**config.mk**
```make
export PLATFORM = sky130hd
export DESIGN_NAME = gpio_bank_with_event_detect
export DESIGN_NICKNAME = d
export VERILOG_FILES = /design/src/rtl/core/gbed_pkg.sv /design/src/rtl/core/gbed_core.sv /design/src/rtl/core/gpio_bank_with_event_detect.sv
export SDC_FILE = /design/constraint.sdc
export NUM_CORES = 2
export LEC_CHECK = 0
export BUFFER_PORTS_ARGS = -buffer_cell sky130_fd_sc_hd__clkbuf_2
export CAP_MARGIN = 0
export CORE_UTILIZATION = 45
export DETAILED_ROUTE_END_ITERATION = 8
export GPL_ROUTABILITY_DRIVEN = 0
export PLACE_DENSITY_LB_ADDON = 0.1
export SYNTH_ARGS = -nofsm -noshare
export SYNTH_HDL_FRONTEND = slang
export SYNTH_SLANG_ARGS = --single-unit
```
**constraint.sdc**
```tcl
create_clock -name clk -period 18.1 [get_ports clk]
set_input_delay 4.525 -clock clk [delete_from_list [all_inputs] [get_ports clk]]
set_output_delay 4.525 -clock clk [all_outputs]
set_load 0.01 [all_outputs]
```
**src/rtl/core/gbed_pkg.sv**
```systemverilog
package gbed_pkg;

  localparam int GBED_NUM_PINS = 54;

  localparam int FSEL_WORDS = 6;
  localparam int FSEL_PINS = 10;

  localparam logic [2:0] FSEL_OUTPUT = 3'b001;

  typedef enum logic [1:0] {
    CMD_READ  = 2'd0,
    CMD_WRITE = 2'd1,
    CMD_TICK  = 2'd2,
    CMD_NOP   = 2'd3
  } gbed_cmd_t;

  localparam logic [5:0] WORD_SET_LO = 6'd7;
  localparam logic [5:0] WORD_SET_HI = 6'd8;
  localparam logic [5:0] WORD_CLR_LO = 6'd10;
  localparam logic [5:0] WORD_CLR_HI = 6'd11;
  localparam logic [5:0] WORD_LEV_LO = 6'd13;
  localparam logic [5:0] WORD_LEV_HI = 6'd14;
  localparam logic [5:0] WORD_EDS_LO = 6'd16;
  localparam logic [5:0] WORD_EDS_HI = 6'd17;
  localparam logic [5:0] WORD_REN_LO = 6'd19;
  localparam logic [5:0] WORD_REN_HI = 6'd20;
  localparam logic [5:0] WORD_FEN_LO = 6'd22;
  localparam logic [5:0] WORD_FEN_HI = 6'd23;
  localparam logic [5:0] WORD_HEN_LO = 6'd25;
  localparam logic [5:0] WORD_HEN_HI = 6'd26;
  localparam logic [5:0] WORD_LEN_LO = 6'd28;
  localparam logic [5:0] WORD_LEN_HI = 6'd29;

  typedef struct packed {
    logic [31:0] read_data;
    logic [31:0] drive_low;
    logic [31:0] drive_high;
    logic [31:0] enable_low;
    logic [31:0] enable_high;
    logic        irq;
  } gbed_result_t;

endpackage

```
**src/rtl/core/gbed_core.sv**
```systemverilog
module gbed_core import gbed_pkg::*; #(
  parameter int NUM_PINS = GBED_NUM_PINS
) (
  input  logic         clk,
  input  logic         rst,
  input  logic         step,
  input  gbed_cmd_t    cmd,
  input  logic [5:0]   word_index,
  input  logic [31:0]  write_data,
  input  logic [31:0]  pins_low,
  input  logic [31:0]  pins_high,
  output gbed_result_t result
);

  logic [NUM_PINS-1:0][2:0] fsel, fsel_next;
  logic [NUM_PINS-1:0] latch, latch_next;
  logic [NUM_PINS-1:0] prev, prev_next;
  logic [NUM_PINS-1:0] status, status_next;
  logic [NUM_PINS-1:0] ren, ren_next;
  logic [NUM_PINS-1:0] fen, fen_next;
  logic [NUM_PINS-1:0] hen, hen_next;
  logic [NUM_PINS-1:0] len, len_next;
  logic [NUM_PINS-1:0] en_next;
  logic [NUM_PINS-1:0] now;
  logic [NUM_PINS-1:0] ev;

  logic [63:0][2:0] fsel64;
  logic [31:0] fsel_word [FSEL_WORDS];
  logic [63:0] wlo, whi;
  logic [63:0] latch_out, en_out;
  logic [31:0] rd;
  logic fsel_hit;

  assign wlo = {32'b0, write_data};
  assign whi = {write_data, 32'b0};
  assign fsel_hit = (cmd == CMD_WRITE) && (word_index < 6'(FSEL_WORDS));

  always_comb begin
    fsel64 = '0;
    fsel64[NUM_PINS-1:0] = fsel;
    for (int w = 0; w < FSEL_WORDS; w++) begin
      fsel_word[w] = {2'b0, fsel64[w*FSEL_PINS +: FSEL_PINS]};
    end
  end

  for (genvar p = 0; p < NUM_PINS; p++) begin : g_pin
    if (p < FSEL_WORDS * FSEL_PINS) begin : g_fsel
      assign fsel_next[p] = (fsel_hit && word_index == 6'(p / FSEL_PINS)) ?
                            write_data[3*(p % FSEL_PINS) +: 3] : fsel[p];
    end else begin : g_fixed
      assign fsel_next[p] = fsel[p];
    end
    assign en_next[p] = (fsel_next[p] == FSEL_OUTPUT);
  end

  assign now = NUM_PINS'({pins_high, pins_low});
  assign ev = (now & ~prev & ren) | (~now & prev & fen) | (now & hen) | (~now & len);

  always_comb begin
    latch_next = latch;
    prev_next = prev;
    status_next = status;
    ren_next = ren;
    fen_next = fen;
    hen_next = hen;
    len_next = len;
    rd = '0;
    unique case (cmd)
      CMD_READ: begin
        if (word_index < 6'(FSEL_WORDS)) begin
          rd = fsel_word[word_index[2:0]];
        end else begin
          unique case (word_index)
            WORD_LEV_LO: rd = 32'(64'(prev));
            WORD_LEV_HI: rd = 32'(64'(prev) >> 32);
            WORD_EDS_LO: rd = 32'(64'(status));
            WORD_EDS_HI: rd = 32'(64'(status) >> 32);
            WORD_REN_LO: rd = 32'(64'(ren));
            WORD_REN_HI: rd = 32'(64'(ren) >> 32);
            WORD_FEN_LO: rd = 32'(64'(fen));
            WORD_FEN_HI: rd = 32'(64'(fen) >> 32);
            WORD_HEN_LO: rd = 32'(64'(hen));
            WORD_HEN_HI: rd = 32'(64'(hen) >> 32);
            WORD_LEN_LO: rd = 32'(64'(len));
            WORD_LEN_HI: rd = 32'(64'(len) >> 32);
            default: rd = '0;
          endcase
        end
      end
      CMD_WRITE: begin
        unique case (word_index)
          WORD_SET_LO: latch_next = latch | NUM_PINS'(wlo);
          WORD_SET_HI: latch_next = latch | NUM_PINS'(whi);
          WORD_CLR_LO: latch_next = latch & ~NUM_PINS'(wlo);
          WORD_CLR_HI: latch_next = latch & ~NUM_PINS'(whi);
          WORD_EDS_LO: status_next = status & ~NUM_PINS'(wlo);
          WORD_EDS_HI: status_next = status & ~NUM_PINS'(whi);
          WORD_REN_LO: ren_next = NUM_PINS'((64'(ren) & ~64'hFFFF_FFFF) | wlo);
          WORD_REN_HI: ren_next = NUM_PINS'((64'(ren) & 64'hFFFF_FFFF) | whi);
          WORD_FEN_LO: fen_next = NUM_PINS'((64'(fen) & ~64'hFFFF_FFFF) | wlo);
          WORD_FEN_HI: fen_next = NUM_PINS'((64'(fen) & 64'hFFFF_FFFF) | whi);
          WORD_HEN_LO: hen_next = NUM_PINS'((64'(hen) & ~64'hFFFF_FFFF) | wlo);
          WORD_HEN_HI: hen_next = NUM_PINS'((64'(hen) & 64'hFFFF_FFFF) | whi);
          WORD_LEN_LO: len_next = NUM_PINS'((64'(len) & ~64'hFFFF_FFFF) | wlo);
          WORD_LEN_HI: len_next = NUM_PINS'((64'(len) & 64'hFFFF_FFFF) | whi);
          default: ;
        endcase
      end
      CMD_TICK: begin
        status_next = status | ev;
        prev_next = now;
      end
      CMD_NOP: ;
      default: ;
    endcase
  end

  always_ff @(posedge clk) begin
    if (rst) begin
      fsel <= '0;
      latch <= '0;
      prev <= '0;
      status <= '0;
      ren <= '0;
      fen <= '0;
      hen <= '0;
      len <= '0;
    end else if (step) begin
      fsel <= fsel_next;
      latch <= latch_next;
      prev <= prev_next;
      status <= status_next;
      ren <= ren_next;
      fen <= fen_next;
      hen <= hen_next;
      len <= len_next;
    end
  end

  assign latch_out = 64'(latch_next);
  assign en_out = 64'(en_next);

  always_comb begin
    result.read_data = rd;
    result.drive_low = latch_out[31:0];
    result.drive_high = latch_out[63:32];
    result.enable_low = en_out[31:0];
    result.enable_high = en_out[63:32];
    result.irq = |status_next;
  end

endmodule

```
**src/rtl/core/gpio_bank_with_event_detect.sv**
```systemverilog
// GPIO bank of NUM_PINS pins (1 to 64) behind 32-bit register words, with
// edge and level event detection on pin sample ticks. For every accepted word
// (bus read, bus write or sample tick) the pin registers update at the
// accepting edge and the result register holds read data, the output latch,
// the output enables and irq as they stand after that word.
// A new word is accepted in every cycle while the result register is empty
// or being taken, so the sustained rate is one word per clock; the result
// is valid in the cycle after acceptance.
module gpio_bank_with_event_detect import gbed_pkg::*; #(
  parameter int NUM_PINS = GBED_NUM_PINS
) (
  input  logic        clk,
  input  logic        rst,
  input  logic        in_valid,
  output logic        in_ready,
  input  logic [1:0]  cmd,
  input  logic [5:0]  word_index,
  input  logic [31:0] write_data,
  input  logic [31:0] pins_low,
  input  logic [31:0] pins_high,
  output logic        out_valid,
  input  logic        out_ready,
  output logic [31:0] read_data,
  output logic [31:0] drive_low,
  output logic [31:0] drive_high,
  output logic [31:0] enable_low,
  output logic [31:0] enable_high,
  output logic        irq
);

  gbed_result_t result;
  gbed_result_t held;
  logic accept;

  assign in_ready = !out_valid || out_ready;
  assign accept = in_valid && in_ready;

  gbed_core #(.NUM_PINS(NUM_PINS)) u_core (
    .clk(clk),
    .rst(rst),
    .step(accept),
    .cmd(gbed_cmd_t'(cmd)),
    .word_index(word_index),
    .write_data(write_data),
    .pins_low(pins_low),
    .pins_high(pins_high),
    .result(result)
  );

  always_ff @(posedge clk) begin
    if (rst) begin
      out_valid <= 1'b0;
    end else begin
      out_valid <= accept || (out_valid && !out_ready);
    end
    if (accept) begin
      held <= result;
    end
  end

  assign read_data = held.read_data;
  assign drive_low = held.drive_low;
  assign drive_high = held.drive_high;
  assign enable_low = held.enable_low;
  assign enable_high = held.enable_high;
  assign irq = held.irq;

endmodule

```
==> Word level (Yosys, flattened, before mapping) <==
Cells that the tools add are included.
{ "totals": {"reg_bits": 682, "output_inout_bits": 163} }
{ "op_classes": {"n_eq_ne": 77, "muxes": 67, "n_bitwise": 29, "magnitude_cmp": 2, "n_reduce_logical": 25} }
{ "op_table": {"columns": ["operator", "n"], "rows": [
  ["$pmux 54 s2", 6],
  ["$and 54x54->54", 10],
  ["$pmux 32 s12", 1],
  ["$or 54x32->54", 5],
  ["$or 54x54->54", 5],
  ["$or 32x54->54", 4],
  ["$pmux 54 s4", 1],
  ["$eq 3x1->1 const B", 54],
  ["$mux 3", 54],
  ["$not 54->54", 3],
  ["$bmux 32 s3", 1],
  ["$mux 32", 3],
  ["$eq 6x5->1 const B", 10],
  ["$mux 54", 1],
  ["$not 32->54", 1],
  ["$reduce_or 54->1", 1],
  ["$eq 6x4->1 const B", 5],
  ["$eq 6x3->1 const B", 3],
  ["$eq 6x2->1 const B", 2],
  ["$reduce_and 3->1", 4],
  ["$logic_and 1x1->1", 9],
  ["$reduce_bool 2->1", 4],
  ["$eq 6x1->1 const B", 1],
  ["$logic_not 6->1", 1],
  ["9 further kinds", 11]
]} }

==> Longest topological paths before layout <==
{ "depth": {"ltp_word": 9, "ltp_mapped": 11, "depth_no_buf": 8} }

==> Cells and area by module <==
From an unflattened synthesis, not the netlist that was laid out.
{ "unflattened": {"cells_unflattened": 3822, "hier_area_um2": 32163.3} }
{ "by_module_without_submodules": {"columns": ["module", "cells_each", "instances", "seq_area_each_um2", "area_per_inst_um2"], "rows": [
  ["gbed_core", 3656, 1, 10810.4, 27273.7],
  ["gpio_bank_with_event_detect", 166, 1, 4854.7, 4889.7]
]} }

==> Least setup slack after synthesis <==
Ideal clock, no wire load.
{ "synth_timing": {"path_kind": "input-to-reg", "start": "input port out_ready", "end": "register held (netlist bit drive_high[0]), enable pin", "stages": 6, "t_arrival_ns": 9.407, "slack_ns": 8.132, "setup_ns": 0.560, "cell_sequence": "nand2b_1 > nand2_1 > inv_1 > clkbuf_1 > clkbuf_1 > clkbuf_1"} }
{ "synth_via": {"elab_chain_cells": 2} }
{ "synth_rtl": {"columns": ["item", "line_no", "source"], "rows": [
  ["start, declared", "gpio_bank_with_event_detect.sv:22", "input logic out_ready,"],
  ["$logic_or 1x1->1", "gpio_bank_with_event_detect.sv:35", "assign in_ready = !out_valid || out_ready;"],
  ["$logic_and 1x1->1", "gpio_bank_with_event_detect.sv:36", "assign accept = in_valid && in_ready;"],
  ["via accept", "gpio_bank_with_event_detect.sv:33", "logic accept;"],
  ["end signal, assigned", "gpio_bank_with_event_detect.sv:57", "held <= result;"],
  ["end, declared", "gpio_bank_with_event_detect.sv:32", "gbed_result_t held;"]
]} }
The timed path passes the listed nets, and every way through them passes these cells.
A chain may end at the register's enable or synchronous reset.

==> Worst setup path after layout <==
{ "layout_timing": {"start": "input port out_ready", "end": "output port in_ready"} }
{ "layout_via": {"elab_chain_cells": 1} }
{ "layout_rtl": {"columns": ["item", "line_no", "source"], "rows": [
  ["$logic_or 1x1->1", "gpio_bank_with_event_detect.sv:35", null],
  ["end, declared", "gpio_bank_with_event_detect.sv:15", "output logic in_ready,"]
]} }
Every way passes these cells.

==> qor.csv <==
metric,value,unit
cts_resized,0,
pwr-share-comb,7.2,%
p_leak,0.0118,uW
drt_wl_total,122000,um
die_h,266,um
ys_seq_area_share,47.9,%
die_w,266,um
hold_path_depth,2,
wl_per_cell,25.6,um
cp-end-kind,output pin,
synth_flop_cell,dfxtp_1,
fin_worst_skew,0.0206,ns
powerDensity,97.2,mW/mm2
dp_hpwl,73900,um
setup_viol,0,
htreeDepth,3,
ys_ff_latch,682,
cts_made_buffers,76,
grt_max_degree,137,
crit_fanout,4,
place_inst,4630,
switching_share,24.6,%
pin_count,271,
cts_tree,done,
firstDrtPassIters,8,
ant_nets,0,
ctsHoldBuffers,0,
grt_pass1_wl,179000,um
switching_power,850,uW
fin_crit,9.51,ns
hp-start,u_core.fsel[87],
vias,29500,
dpl_worst_slack,8.59,ns
syn2layout_area_growth,13.1,%
power,3450,uW
ff2ff_path_depth,7,
grt_antenna_before_repair,8,
drv_slew,0,
r2r_slack,15.18,ns
tightest_slew,1.17,ns
crit_path_start_kind,primary input,
clock-sinks,682,
initialDrtViolationCount,4067,
viasPerCell,6.18,
final_cell_mix,"nand2_1 (919), dfxtp_1 (541), a21oi_1 (499)",
grt_setup_unrepaired,no,
power_frac_seq,46.4,%
slew-limit-headroom,22.1,%
mostFrequentLayoutCell,nand2_1,
worstPathArrival,4.98,ns
grt_pass1_vias,26700,
nNetsFinal,3888,
crit_required,13.57,ns
io_buffers,240,
gr-total-overflow,0,
core-area,0.0688,mm2
clockBufferDepth,3,
synthArstFlopShare,0,%
start_util,45.7,%
whs,0.466,ns
ys_warn_count,0,
clk_latency,0.62,ns
fmax,0.105,GHz
synthCells,3727,
postCtsSetupBuffers,0,
fp-row-count,96,
period_share,52.5,%
tns,0,ns
ir_drop,0.0632,mV
cap_violations,0,
synth-edff-count,141,
drc,0,
ys_types,55,
postSynthAreaPerCell,8.43,um2
drive_gt1_share,15.3,%
synthesis.area,0.0314,mm2
clkPwrFrac,46.3,%
r2r-start,out_valid,
dieArea,0.0709,mm2
min_to,u_core.fsel[87],
layout_setup_ws,8.59,ns
fin_cells,4776,
intPower,2600,uW
hold_viol,0,
reg2reg_to,u_core.len[17],
cts_root_buffer,clkbuf_16,
hold_class,register to register,
outcome,"finished, final reports clean",
grt_use_total,33.7,%
crit_type,primary input to output pin,
clk_pin_slew,0.06,ns
==> cell families after synthesis <==
group	synth area share [%]
other	0.0119
buffers and inverters	6.02
AO/OA/AOI/OAI	23.1
multiplexers	2.58
adder cells (fa/ha/maj)	0.119
AND/OR/NAND/NOR	20.2
flip-flops	47.9
==> cells in the mapped netlist (all sizes together) (7+ instances only) <==
cell type  instances  share of area, %
mux4              30               2.2
dfxtp            541                34
nand2b            60               1.2
buf              115               2.2
o22ai             45              0.90
and2               7              0.14
o211ai            16              0.38
or3b              10              0.28
nand2            924                11
o2111ai           18              0.50
a22o              80               2.2
nand4             15              0.30
a311oi            52               1.4
inv               60              0.72
nand3             15              0.24
a22oi            106               2.5
a211oi            56               1.3
or4b              50               1.6
o21ai            167               2.7
and3              22              0.44
a31oi             57               1.1
nor3b             21              0.53
nand3b            18              0.43
nor2b             12              0.24
edfxtp           141                13
clkbuf           254               3.1
nor3              55               1.1
mux2              12              0.43
a221oi            65               1.8
nor2             185               2.2
a21oi            499               7.9
==> registers in the layout, indices dropped and copies added (netlist names), 22 cells and up <==
signal,flops
u_core.len,54
read_data,32
u_core.latch,54
u_core.status,54
u_core.prev,54
enable_high,22
u_core.ren,54
u_core.fsel,162
drive_high,22
drive_low,32
enable_low,32
u_core.hen,54
u_core.fen,54
==> power by group through the flow <==
stage	clock, uW	combinational (uW)	sequential, uW
6_report	1600	250	1600
5_1_grt	1680	263	1610
4_1_cts	1610	245	1600
3_5_place_dp	0	244	1640
3_3_place_gp	0	243	1640
2_1_floorplan	0	137	1640
==> critical path: stages <==
cell and delay (ns):
clkbuf_2 0.08, nand2b_1 0.21, clkbuf_2 0.17
==> per-layer routing <==
metal	GRT usage (%)	share of wire [%]	routed length, um	vias up
met2	49.8	44	53300	1637
met1	47.0	41	50700	14300
met5	0	0.0074	9	-
met3	5.94	9.9	12100	291
met4	17.4	5.1	6210	2
li1	-	-	-	13300
==> final cells by class <==
| class | instances | area (um2) |
|---|---|---|
| fillers | 6598 | 33300 |
| flip-flops and latches | 682 | 15100 |
| multi-input cells | 2635 | 14700 |
| clock buffers | 113 | 2270 |
| repair buffers | 322 | 1830 |
| well taps | 931 | 1160 |
| clock inverters | 26 | 278 |
| inverters | 60 | 233 |
| diodes | 7 | 17.5 |
==> worst max path at each step <==
stage	from	slack, ns	cells past startpoint	to
2_1_floorplan	out_ready	8.13	6	drive_high[0]
3_3_place_gp	out_ready	8.61	3	in_ready
3_5_place_dp	out_ready	8.59	3	in_ready
4_1_cts	out_ready	8.59	3	in_ready
5_1_grt	out_ready	8.55	3	in_ready
6_report	out_ready	8.59	3	in_ready
==> metrics by stage <==
stage	utilization [%]	instance area, um2
3_3_place_gp	47.9	33000
5_1_grt	51.6	35500
4_1_cts	51.6	35500
2_1_floorplan	-	31500
3_5_place_dp	47.9	33000
6_report	51.6	35500
(Power assumes the default switching activity.)
